File: src/rtl/stiq_pkg.sv
`timescale 1ns / 1ps
package stiq_pkg;
   localparam int MAX_CHANNELS_DEF = 4;
   localparam int MAX_OUTPUTS_DEF = 64;
   localparam int ANGLE_BITS_DEF = 16;
   localparam int NUM_IN_FIELDS = 4;
   localparam int CORDIC_STEPS = 30;
   localparam logic [31:0] CORDIC_X0 = 32'h26DD3B6A;

   localparam logic [1:0] REG_FORMAT = 2'd0;
   localparam logic [1:0] REG_CHANNELS = 2'd1;
   localparam logic [1:0] REG_STEP = 2'd2;
   localparam logic [1:0] REG_GAIN = 2'd3;

   localparam logic [1:0] FMT_S8 = 2'd2;
   localparam logic [1:0] FMT_U8 = 2'd3;

   typedef enum logic [2:0] {
      ST_IDLE, ST_DIV, ST_MUL, ST_ANGLE, ST_ROT, ST_EMIT
   } state_type;

   function automatic logic [31:0] atan_turn(input logic [4:0] i);
      logic [31:0] t;
      case (i)
         5'd0: t = 32'h20000000;  5'd1: t = 32'h12E4051E;
         5'd2: t = 32'h09FB385B;  5'd3: t = 32'h051111D4;
         5'd4: t = 32'h028B0D43;  5'd5: t = 32'h0145D7E1;
         5'd6: t = 32'h00A2F61E;  5'd7: t = 32'h00517C55;
         5'd8: t = 32'h0028BE53;  5'd9: t = 32'h00145F2F;
         5'd10: t = 32'h000A2F98; 5'd11: t = 32'h000517CC;
         5'd12: t = 32'h00028BE6; 5'd13: t = 32'h000145F3;
         5'd14: t = 32'h0000A2FA; 5'd15: t = 32'h0000517D;
         5'd16: t = 32'h000028BE; 5'd17: t = 32'h0000145F;
         5'd18: t = 32'h00000A30; 5'd19: t = 32'h00000518;
         5'd20: t = 32'h0000028C; 5'd21: t = 32'h00000146;
         5'd22: t = 32'h000000A3; 5'd23: t = 32'h00000051;
         5'd24: t = 32'h00000029; 5'd25: t = 32'h00000014;
         5'd26: t = 32'h0000000A; 5'd27: t = 32'h00000005;
         5'd28: t = 32'h00000003; 5'd29: t = 32'h00000001;
         5'd30: t = 32'h00000001;
         default: t = 32'h0;
      endcase
      return t;
   endfunction
endpackage

File: src/rtl/stiq_cordic.sv
`timescale 1ns / 1ps
// Iterative rotation: one micro-rotation a cycle on a shared add/shift datapath.
module stiq_cordic #(
   parameter int ANGLE_BITS = stiq_pkg::ANGLE_BITS_DEF
) (
   input  logic                  clock,
   input  logic                  reset,
   input  logic                  start,
   input  logic [ANGLE_BITS-1:0] angle,
   output logic                  done,
   output logic signed [11:0]    i_val,
   output logic signed [11:0]    q_val
);
   logic signed [33:0] x_ff, x_in, y_ff, y_in, z_ff, z_in;
   logic [1:0] quad_ff, quad_in;
   logic [4:0] step_ff, step_in;
   logic busy_ff, busy_in;
   logic done_ff, done_in;
   logic [31:0] a32, r32;
   logic [1:0] quad;
   logic signed [33:0] dx, dy, at, c, s, ns;

   always_comb begin
      a32 = {angle, {(32-ANGLE_BITS){1'b0}}};
      quad = 2'((a32 + 32'h20000000) >> 30);
      r32 = a32 - {quad, 30'd0};
      dx = y_ff >>> step_ff;
      dy = x_ff >>> step_ff;
      at = {2'b00, stiq_pkg::atan_turn(step_ff)};
      x_in = x_ff; y_in = y_ff; z_in = z_ff; quad_in = quad_ff;
      step_in = step_ff; busy_in = busy_ff;
      // flag the result in the same cycle that the last micro-rotation lands in the registers
      done_in = busy_ff && !start && (step_ff == 5'(stiq_pkg::CORDIC_STEPS - 1));
      if (start) begin
         x_in = {2'b00, stiq_pkg::CORDIC_X0};
         y_in = '0;
         z_in = {{2{r32[31]}}, r32};
         quad_in = quad;
         step_in = '0;
         busy_in = 1'b1;
      end else if (busy_ff) begin
         if (!z_ff[33]) begin
            x_in = x_ff - dx; y_in = y_ff + dy; z_in = z_ff - at;
         end else begin
            x_in = x_ff + dx; y_in = y_ff - dy; z_in = z_ff + at;
         end
         step_in = step_ff + 5'd1;
         if (step_ff == 5'(stiq_pkg::CORDIC_STEPS - 1)) busy_in = 1'b0;
      end
   end

   always_ff @(posedge clock) begin
      if (reset) begin
         busy_ff <= 1'b0;
         step_ff <= '0;
         done_ff <= 1'b0;
      end else begin
         busy_ff <= busy_in;
         step_ff <= step_in;
         done_ff <= done_in;
      end
      x_ff <= x_in; y_ff <= y_in; z_ff <= z_in; quad_ff <= quad_in;
   end

   function automatic logic signed [11:0] tr20(input logic signed [33:0] v);
      logic signed [33:0] m;
      m = v[33] ? -v : v;
      m = m >>> 20;
      return v[33] ? 12'(-m) : 12'(m);
   endfunction

   always_comb begin
      case (quad_ff)
         2'd0: begin c = x_ff; s = y_ff; end
         2'd1: begin c = -y_ff; s = x_ff; end
         2'd2: begin c = -x_ff; s = -y_ff; end
         default: begin c = y_ff; s = -x_ff; end
      endcase
      ns = -s;
      i_val = tr20(c);
      q_val = tr20(ns);
   end

   assign done = done_ff;
endmodule

File: src/rtl/sample_to_iq_phase_modulator.sv
`timescale 1ns / 1ps
// An accepted beat first has its frame averaged, then each output point in turn passes
// multiply, angle, CORDIC start, 30 rotation steps, capture and a result beat.
// A frame yields 1 to 64 points; a result beat still waiting when the next point is
// ready holds the rotation. Not ready while a frame is worked.
// Synchronous reset restores register defaults, previous sample and position to zero.
module sample_to_iq_phase_modulator #(
   parameter int MAX_CHANNELS = stiq_pkg::MAX_CHANNELS_DEF,
   parameter int MAX_OUTPUTS_PER_INPUT = stiq_pkg::MAX_OUTPUTS_DEF,
   parameter int ANGLE_BITS = stiq_pkg::ANGLE_BITS_DEF
) (
   input  logic               clock,
   input  logic               reset,
   input  logic               csr_valid,
   output logic               csr_ready,
   input  logic [1:0]         csr_index,
   input  logic [31:0]        csr_data,
   input  logic               req_valid,
   output logic               req_ready,
   input  logic [15:0]        req_chan0_raw,
   input  logic [15:0]        req_chan1_raw,
   input  logic [15:0]        req_chan2_raw,
   input  logic [15:0]        req_chan3_raw,
   output logic               rsp_valid,
   input  logic               rsp_ready,
   output logic signed [11:0] rsp_i_out,
   output logic signed [11:0] rsp_q_out,
   output logic               rsp_last
);
   localparam int NLIM = (MAX_CHANNELS < stiq_pkg::NUM_IN_FIELDS) ?
                         MAX_CHANNELS : stiq_pkg::NUM_IN_FIELDS;
   localparam int MIN_STEP = (65536 + MAX_OUTPUTS_PER_INPUT - 1) / MAX_OUTPUTS_PER_INPUT;
   localparam int NUM = stiq_pkg::NUM_IN_FIELDS;

   stiq_pkg::state_type state_ff, state_in;
   logic [1:0] fmt_ff, fmt_in;
   logic [2:0] nch_ff, nch_in;
   logic [16:0] step_ff, step_in, pos_ff, pos_in;
   logic [15:0] gain_ff, gain_in;
   logic signed [15:0] prev_ff, prev_in, cur_ff, cur_in;
   logic signed [18:0] rem_ff, rem_in;
   logic [15:0] ch_ff [NUM];
   logic [31:0] v_ff, v_in;
   logic [31:0] prod_ff, prod_in;
   logic signed [11:0] iout_ff, iout_in, qout_ff, qout_in;
   logic last_ff, last_in, rv_ff, rv_in, cstart;
   logic [2:0] n_eff;
   logic [16:0] step_eff;
   logic signed [17:0] sum;
   logic signed [17:0] cv [NUM];
   logic signed [18:0] asum;
   logic [15:0] qabs;
   logic [17:0] pos_next;
   logic cdone;
   logic signed [11:0] ci, cq;

   function automatic logic signed [17:0] chval(input logic [1:0] f, input logic [15:0] w);
      logic [7:0] b;
      b = w[7:0];
      case (f)
         stiq_pkg::FMT_S8: return 18'(signed'(b));
         stiq_pkg::FMT_U8: return 18'(signed'({1'b0, b})) - 18'sd128;
         default: return 18'(signed'(w));
      endcase
   endfunction

   always_comb begin
      n_eff = (nch_ff == 3'd0) ? 3'd1 : ((32'(nch_ff) > NLIM) ? 3'(NLIM) : nch_ff);
      step_eff = (step_ff < 17'(MIN_STEP)) ? 17'(MIN_STEP) :
                 ((step_ff > 17'd65536) ? 17'd65536 : step_ff);
      sum = '0;
      for (int k = 0; k < NUM; k++) begin
         cv[k] = chval(fmt_ff, ch_ff[k]);
         if (k < 32'(n_eff)) sum = sum + cv[k];
      end
      asum = sum[17] ? -19'(sum) : 19'(sum);
      pos_next = 18'(pos_ff) + 18'(step_eff);
   end

   // Restoring division of |sum| by the channel count, one quotient bit a cycle.
   logic [4:0] dcnt_ff, dcnt_in;
   logic [18:0] dq_ff, dq_in;
   logic [18:0] trial;

   always_comb begin
      state_in = state_ff;
      fmt_in = fmt_ff; nch_in = nch_ff; step_in = step_ff; gain_in = gain_ff;
      prev_in = prev_ff; cur_in = cur_ff; pos_in = pos_ff; rem_in = rem_ff;
      dcnt_in = dcnt_ff; dq_in = dq_ff;
      v_in = v_ff; prod_in = prod_ff;
      iout_in = iout_ff; qout_in = qout_ff; last_in = last_ff; rv_in = rv_ff;
      cstart = 1'b0;
      trial = {rem_ff[17:0], dq_ff[18]} - {16'd0, n_eff};
      qabs = '0;
      if (csr_valid && csr_ready) begin
         unique case (csr_index)
            stiq_pkg::REG_FORMAT: fmt_in = csr_data[1:0];
            stiq_pkg::REG_CHANNELS: nch_in = csr_data[2:0];
            stiq_pkg::REG_STEP: step_in = csr_data[16:0];
            stiq_pkg::REG_GAIN: gain_in = csr_data[15:0];
            default: ;
         endcase
      end
      if (rv_ff && rsp_ready) rv_in = 1'b0;
      unique case (state_ff)
         stiq_pkg::ST_IDLE: begin
            if (req_valid) state_in = stiq_pkg::ST_DIV;
         end
         stiq_pkg::ST_DIV: begin
            // restoring division of |sum| by n, one bit a cycle
            if (dcnt_ff == 5'd0) begin
               rem_in = '0; dq_in = asum; dcnt_in = 5'd1;
            end else begin
               if (!trial[18]) begin
                  rem_in = 19'(trial); dq_in = {dq_ff[17:0], 1'b1};
               end else begin
                  rem_in = {rem_ff[17:0], dq_ff[18]}; dq_in = {dq_ff[17:0], 1'b0};
               end
               dcnt_in = dcnt_ff + 5'd1;
               if (dcnt_ff == 5'd19) begin
                  qabs = dq_in[15:0];
                  cur_in = sum[17] ? 16'(-qabs) : 16'(qabs);
                  dcnt_in = '0;
                  state_in = stiq_pkg::ST_MUL;
               end
            end
         end
         stiq_pkg::ST_MUL: begin
            // only the low 32 bits reach the phase, which wraps modulo one turn
            v_in = 32'(49'(signed'({prev_ff, 16'd0})) +
                       49'(17'(signed'(cur_ff)) - 17'(signed'(prev_ff))) *
                       49'(signed'({1'b0, pos_ff})));
            state_in = stiq_pkg::ST_ANGLE;
         end
         stiq_pkg::ST_ANGLE: begin
            prod_in = v_ff * {16'd0, gain_ff};
            state_in = stiq_pkg::ST_ROT;
         end
         stiq_pkg::ST_ROT: begin
            if (!rv_ff && dcnt_ff == 5'd0) begin
               cstart = 1'b1; dcnt_in = 5'd1;
            end
            if (cdone) begin
               iout_in = ci; qout_in = cq;
               last_in = pos_next[17:16] != 2'b00;
               state_in = stiq_pkg::ST_EMIT;
               dcnt_in = '0;
            end
         end
         stiq_pkg::ST_EMIT: begin
            if (!rv_ff) begin
               rv_in = 1'b1;
               if (last_ff) begin
                  pos_in = 17'(pos_next - 18'd65536);
                  prev_in = cur_ff;
                  state_in = stiq_pkg::ST_IDLE;
               end else begin
                  pos_in = pos_next[16:0];
                  state_in = stiq_pkg::ST_MUL;
               end
            end
         end
         default: state_in = stiq_pkg::ST_IDLE;
      endcase
   end

   stiq_cordic #(.ANGLE_BITS(ANGLE_BITS)) u_cordic (
      .clock(clock), .reset(reset), .start(cstart),
      .angle(prod_ff[31:32-ANGLE_BITS]),
      .done(cdone), .i_val(ci), .q_val(cq)
   );

   always_ff @(posedge clock) begin
      if (reset) begin
         state_ff <= stiq_pkg::ST_IDLE;
         fmt_ff <= '0; nch_ff <= 3'd1; step_ff <= 17'd1024; gain_ff <= 16'd50;
         prev_ff <= '0; pos_ff <= '0; rv_ff <= 1'b0; dcnt_ff <= '0;
      end else begin
         state_ff <= state_in;
         fmt_ff <= fmt_in; nch_ff <= nch_in; step_ff <= step_in; gain_ff <= gain_in;
         prev_ff <= prev_in; pos_ff <= pos_in; rv_ff <= rv_in; dcnt_ff <= dcnt_in;
      end
      cur_ff <= cur_in; rem_ff <= rem_in; dq_ff <= dq_in;
      v_ff <= v_in; prod_ff <= prod_in;
      iout_ff <= iout_in; qout_ff <= qout_in; last_ff <= last_in;
      if (req_valid && req_ready) begin
         ch_ff[0] <= req_chan0_raw; ch_ff[1] <= req_chan1_raw;
         ch_ff[2] <= req_chan2_raw; ch_ff[3] <= req_chan3_raw;
      end
   end

   assign req_ready = (state_ff == stiq_pkg::ST_IDLE);
   assign csr_ready = 1'b1;
   assign rsp_valid = rv_ff;
   assign rsp_i_out = iout_ff;
   assign rsp_q_out = qout_ff;
   assign rsp_last = last_ff;
endmodule
File: config.mk
export PLATFORM = sky130hd
export DESIGN_NAME = sample_to_iq_phase_modulator
export DESIGN_NICKNAME = d
export VERILOG_FILES = /design/src/rtl/stiq_pkg.sv /design/src/rtl/stiq_cordic.sv /design/src/rtl/sample_to_iq_phase_modulator.sv
export SDC_FILE = /design/constraint.sdc
export NUM_CORES = 2
export LEC_CHECK = 0
export BUFFER_PORTS_ARGS = -buffer_cell sky130_fd_sc_hd__buf_2
export CAP_MARGIN = 5
export CORE_AREA = 8 8 336 338
export DETAILED_ROUTE_END_ITERATION = 8
export DIE_AREA = 0 0 344 346
export PLACE_DENSITY = 0.72
export SLEW_MARGIN = 15
export SYNTH_ARGS = -nofsm -noshare
export SYNTH_HDL_FRONTEND = slang
export SYNTH_SLANG_ARGS = --single-unit
File: constraint.sdc
create_clock -name clock -period 8.7 [get_ports clock]
set_input_delay 0.435 -clock clock [delete_from_list [all_inputs] [get_ports clock]]
set_output_delay 0.435 -clock clock [all_outputs]
set_load 0.01 [all_outputs]
Word-level counts from Yosys, hierarchy flattened
Memories as Yosys holds them, arrays and structs flattened. A register that Yosys moved wholly into a read port is not among the register bits. Index checks and enable logic that the tools add are counted.

Memory bits (read-only): 960. Memories kept: 2. Latch bits: 0. Output and inout bits: 28. Bits in writable memories: 64. Register bits: 333.

Order comparisons: 7. Div/mod/pow operators: 0. $add $sub $neg: 31. Shift-type cells: 2. Multiplexer cells: 55. Bitwise operators: 2. Equal/unequal tests: 20. Reductions and logical operators: 26. Multipliers: 2.

Memory list: (name not given) (depth 32, width 30, read ports 1, clocked after Yosys merged registers in 1, wr ports 0, line stiq_pkg.sv:24) `case (i)`; ch_ff (depth 4, width 16, read ports 4, clocked after Yosys merged registers in 0, wr ports 4, line sample_to_iq_phase_modulator.sv:42) `logic [15:0] ch_ff [NUM];`.

Operators with widths (count): case mux 34 bit (3 select lines) (2); 2-to-1 mux 34 bit (5); case mux 18 bit (2 select lines) (4); negation 34 bit (3); 2-to-1 mux 18 bit (5); 2-to-1 mux 19 bit (4); adder 34 bit (2); >>> shifter 34 x 5 -> 34 bit (2); subtractor 34 bit (2); 2-to-1 mux 32 bit (2); negation 32 bit (2); adder 18 bit (3); 2-to-1 mux 17 bit (3); subtractor 8 x 8 -> 9 bit (second input constant) (4); adder 34 x 33 -> 34 bit (1); subtractor 34 x 33 -> 34 bit (1); adder 32 x 30 -> 32 bit (second input constant) (1); adder 32 bit (1); multiplier 17 x 18 -> 32 bit (1); multiplier 32 x 16 -> 32 bit (1); subtractor 32 bit (1); 2-to-1 mux 5 bit (6); 2-to-1 mux 12 bit (2); negation 12 bit (2); other kinds (38) (85).

Longest topological paths before layout
Depth in word-level cells: 14. Mapped depth: 39. Gate-level depth less buffers: 38.

Modules after synthesis
A second synthesis with hierarchy kept.

Cell total of the unflattened synthesis: 6767. Area, all modules: 57787.9 um^2.

Modules (own cells, without submodules): sample_to_iq_phase_modulator (area each 36222.2 um^2, cells each 3941, instances 1, seq. area each 7307.0 um^2); stiq_cordic (area each 21565.7 um^2, cells each 2826, instances 1, seq. area each 3183.1 um^2).

Worst setup path before layout
Ideal clock, no wire load.

Path type: register -> register. Start: reg cur_ff[1]. End: reg v_ff[30] (data pin). Path slack: 325 ps. Stages on the path, launching flop included: 36. Setup time: 258 ps. Arrival: 8118 ps. Cell sequence: edfxtp_1 -> ha_1 -> nor2b_1 -> o21ai_0 -> a21boi_0 -> o21ai_0 -> a21boi_0 -> o21ai_0 -> a21oi_1 -> nor2_1 -> a2111oi_0 -> o31a_1 -> nor2_1 -> xnor2_1 -> clkbuf_1 -> nand2_1 -> fa_1 -> inv_1 -> fa_1 -> inv_1 -> fa_1 -> fa_1 -> fa_1 -> fa_1 -> inv_1 -> ha_1 -> nand2_1 -> o21a_1 -> o311ai_0 -> a21o_1 -> nand2_1 -> a21oi_1 -> o41ai_1 -> o21bai_1 -> a21oi_1 -> xnor2_1.

Cells in the longest elaborated chain, start to end: 3.

RTL lines: start, declared (line sample_to_iq_phase_modulator.sv:40) `logic signed [15:0] prev_ff, prev_in, cur_ff, cur_in;`; start signal, assigned (line sample_to_iq_phase_modulator.sv:183) `cur_ff <= cur_in; rem_ff <= rem_in; dq_ff <= dq_in;`; subtractor 16 x 16 -> 17 bit (line sample_to_iq_phase_modulator.sv:131) `49'(17'(signed'(cur_ff)) - 17'(signed'(prev_ff))) *`; multiplier 17 x 18 -> 32 bit (line sample_to_iq_phase_modulator.sv:131); adder 32 bit (line sample_to_iq_phase_modulator.sv:130) `v_in = 32'(49'(signed'({prev_ff, 16'd0})) +`; end signal, assigned (line sample_to_iq_phase_modulator.sv:184) `v_ff <= v_in; prod_ff <= prod_in;`; end, declared (line sample_to_iq_phase_modulator.sv:43) `logic [31:0] v_ff, v_in;`.

Every way passes these cells. A chain may end at the register's enable or synchronous reset.

Worst setup path in the final report
Start: reg cur_ff[0]. End: reg v_ff[30] (data pin).

The elaborated chain is that of the path after synthesis.

==> run_results.csv <==
group,metric,value,unit
synthesis,synth_edf_count,226,
sta,slew_headroom,0.268,
min_path,min_from,"csr_data[15]",
power_and_ir_drop,vdd_ir_drop_max,188,uV
floorplanning,start_util,0.525,
clock_network,clkTransAtPathRegs,0.07,ns
routing,drcViolationCount,0,
sta,finalCritPeriodShare,0.967,
min_path,holdPathStages,3,
setup_path,ff2ff_path_depth,39,
routing,postRouteAntennaNets,0,
synthesis,async_flop_share,0,
place,routabilityCongestion,0.959,
synthesis,synth_cell_types,110,
setup_path,worst-setup-path-type,"flip-flop to flip-flop",
sta,fin_skew,0.0541,ns
power_and_ir_drop,internal_power,6.90,mW
clock_network,htree_num_levels,2,
setup_path,ff2ff_setup_slack,0.29,ns
setup_path,r2r_end,"v_ff[30]",
min_path,hold_path_end,"gain_ff[15]",
setup_path,reg2reg_from,"cur_ff[0]",
synthesis,synth_top_area_frac,0.195,
power_and_ir_drop,p_clk_frac,0.163,
synthesis,synth_area,0.0566,mm^2
setup_path,cp-end-kind,"flip-flop",
setup_path,crit_buf_inv,7,
power_and_ir_drop,combPwrFrac,0.588,
floorplanning,ioPinCount,131,
synthesis,ys_seq_area_frac,0.185,
sta,worst_slew_pin_slew,1.09,ns
synthesis,synth_nets,7675,
place,dp_hpwl,120000,um
global_route,grt_usage,0.261,
clock_network,clock_latency,0.68,ns
clock_network,clock-sinks,411,
routing,routed_via_density,5.95,
setup_path,critPathMaxFanout,7,
flow_run,cap_violations,0,
floorplanning,die_w,344,um
power_and_ir_drop,switching_share,0.468,
finish,drive_gt1_frac,0.0901,
power_and_ir_drop,leakagePower,26.1,nW
routing,routedWlPerCell,19.4,um
synthesis,yosys.area.top_type,"fa_1",
global_route,first_global_vias,48300,
routing,first_pass_iters,7,
routing,vias,48300,
synthesis,synthTopCellsByCount,"nand2_1, inv_1, fa_1",
setup_path,cp-start-kind,"flip-flop",
place,io_buffers,114,
synthesis,synth.most_common_cell,"nand2_1",
setup_path,worstPathRequired,9.12,ns
synthesis,syn_inst,6633,
synthesis,postSynthAreaPerCell,8.53,um^2
sta,setup_viol,0,
clock_network,cts_buffers,49,
min_path,hp-class,"input pin to flip-flop",
floorplanning,dieArea,0.119,mm^2
finish,post-route-cell-area,0.0612,mm^2
synthesis,ys_seq_elements,411,
routing,first_iter_violations,4484,
floorplanning,rows,121,
global_route,antenna_found_initial,3,
clock_network,cts-root-buf,"clkbuf_16",
finish,final_nets,7691,
synthesis,ys.flop_type,"edfxtp_1",
finish,final_cells,8106,
synthesis,synth.area.top_cells,"fa_1, edfxtp_1, ha_1",
clock_network,cts_tree,"done",
global_route,grt_pass1_wl,255000,um
synthesis,yosys_warnings,0,
sta,drv_slew,0,
setup_path,max_stage_delay,0.55,ns
run_status,status,"complete, no violations",
sta,fmax,0.119,GHz
sta,finalHoldViolCount,0,
routing,totalWireLength,158000,um
setup_path,critPathMostFrequentCell,"fa_1",
global_route,overflow,0,
floorplanning,core_area,0.108,mm^2
setup_path,crit_slowest_cell,"fa_1",
power_and_ir_drop,pwr-share-seq,0.249,
power_and_ir_drop,p_per_area,212,mW/mm^2
sta,rsz0062_at_grt,"true",
global_route,grt_max_degree,85,
finish,area_growth,8.14,%
floorplanning,fp.dieH,346,um
clock_network,cts_buffer_depth,3,
power_and_ir_drop,power_switching,6.07,mW
sta,finalCriticalPeriod,8.41,ns
place,dp.cells,7941,
setup_path,cp.arrival,8.83,ns
setup_path,critical-path-top-delay-family,"adder cells",
place,postPlaceCellArea,0.0587,mm^2
-- power by group through the flow --
stage | Clock [mW] | Sequential, mW | Combinational (mW)
after detailed placement | 0 | 3.20 | 7.46
after global routing | 2.23 | 3.24 | 8.50
after CTS | 2.16 | 3.16 | 7.55
after global placement | 0 | 3.19 | 7.29
final | 2.12 | 3.22 | 7.63
after floorplan | 0 | 2.66 | 6.18
-- worst register-to-register path: cells and delay by family, from the launching register on --
kind / cells / cell delay, ns
buf+inv: 7 / 0.44
simple gates: 5 / 0.73
xor+xnor: 2 / 0.19
fa+ha+maj: 9 / 3.70
compound gates: 16 / 2.70
flops: 1 / 0.38
-- cells by family after synthesis --
group | after synthesis | synth area share
XOR/XNOR | 461 | 0.0715
flip-flops | 411 | 0.185
AO/OA/AOI/OAI | 1196 | 0.134
adder cells (fa/ha/maj) | 942 | 0.281
buffers and inverters | 1104 | 0.0742
AND/OR/NAND/NOR | 2301 | 0.196
other | 1 | 0.0000663
multiplexers | 217 | 0.0577
-- timing repair --
action                                 CTS  global route
gates resized for setup                  0            42
setup endpoints to repair                0             6
endpoints found under the hold margin   64             0
hold buffers                            64             0
buffers inserted                         0             8
-- through the flow --
stage          hold WS, ns  TNS (ns)   util  total power, mW  worst slack (ns)
6_report            0.0481         0  0.568             13.0             0.290
5_1_grt             0.0408    -0.119  0.567             14.0           -0.0706
4_1_cts           0.000830         0  0.565             12.9            0.0169
3_5_place_dp         0.449         0  0.544             10.7            0.0398
3_3_place_gp         0.442         0  0.544             10.5             0.154
2_1_floorplan        0.436         0      -             8.84             0.325
-- registers in the layout, summed over array words and instances (netlist names), 3 cells and up --
name / cells
v_ff: 32
rem_ff: 18
rsp_i_out: 12
u_cordic.y_ff: 34
u_cordic.step_ff: 5
pos_ff: 17
prev_ff: 16
cur_ff: 16
prod_ff: 16
dcnt_ff: 5
u_cordic.x_ff: 34
gain_ff: 16
dq_ff: 19
step_ff: 17
rsp_q_out: 12
state_ff: 3
u_cordic.at: 30
nch_ff: 3
ch_ff: 64
u_cordic.z_ff: 34
-- per-layer routing --
layer / GRT usage / up-vias / wire, um
li1: - / 22300 / -
met3: 0.0477 / 403 / 13900
met5: 0 / - / 0
met4: 0.0856 / 0 / 5320
met2: 0.427 / 2041 / 73200
met1: 0.348 / 23500 / 65100
-- how the worst max path moves through the flow --
stage / from / slack [ns] / cells after the start / end
2_1_floorplan: cur_ff[1] / 0.32 / 35 / v_ff[30]
3_3_place_gp: cur_ff[0] / 0.15 / 40 / v_ff[30]
3_5_place_dp: cur_ff[0] / 0.04 / 40 / v_ff[30]
4_1_cts: cur_ff[0] / 0.02 / 40 / v_ff[30]
5_1_grt: cur_ff[0] / -0.07 / 39 / v_ff[30]
6_report: cur_ff[0] / 0.29 / 39 / v_ff[30]
-- final cells by class --
| class | instances | area [um^2] |
|---|---|---|
| diodes | 2 | 5.00 |
| clock buffers | 61 | 1340 |
| clock inverters | 31 | 303 |
| fillers | 9453 | 46600 |
| inverters | 741 | 2780 |
| multi-input cells | 5118 | 42100 |
| flip-flops and latches | 411 | 10500 |
| well taps | 1414 | 1770 |
| repair buffers | 328 | 2390 |
-- cells in the final DEF (no fill, tap or decap), drive strengths merged, types with 16 or more instances in the layout --
| master | n |
|---|---|
| nand2 | 883 |
| inv | 748 |
| fa | 550 |
| nor2 | 459 |
| a21oi | 392 |
| ha | 389 |
| and2 | 313 |
| xnor2 | 291 |
| buf | 264 |
| o21ai | 252 |
| edfxtp | 226 |
| dfxtp | 185 |
| xor2 | 170 |
| nor3 | 124 |
| mux2i | 96 |
| nand3 | 91 |
| mux4 | 83 |
| o21a | 82 |
| a21o | 77 |
| dlygate4sd3 | 64 |
| nor2b | 62 |
| clkbuf | 61 |
| a31oi | 57 |
| and3 | 54 |
| nor4 | 53 |
| nand2b | 48 |
| or3 | 45 |
| a211oi | 42 |
| o211ai | 41 |
| nand4 | 40 |
| or2 | 39 |
| mux2 | 38 |
| o31ai | 34 |
| o21bai | 28 |
| nand3b | 21 |
| o41ai | 21 |
| clkinv | 20 |
| nor3b | 18 |
| a21boi | 17 |
| or4 | 16 |
Power figures use the tool's default switching activity.
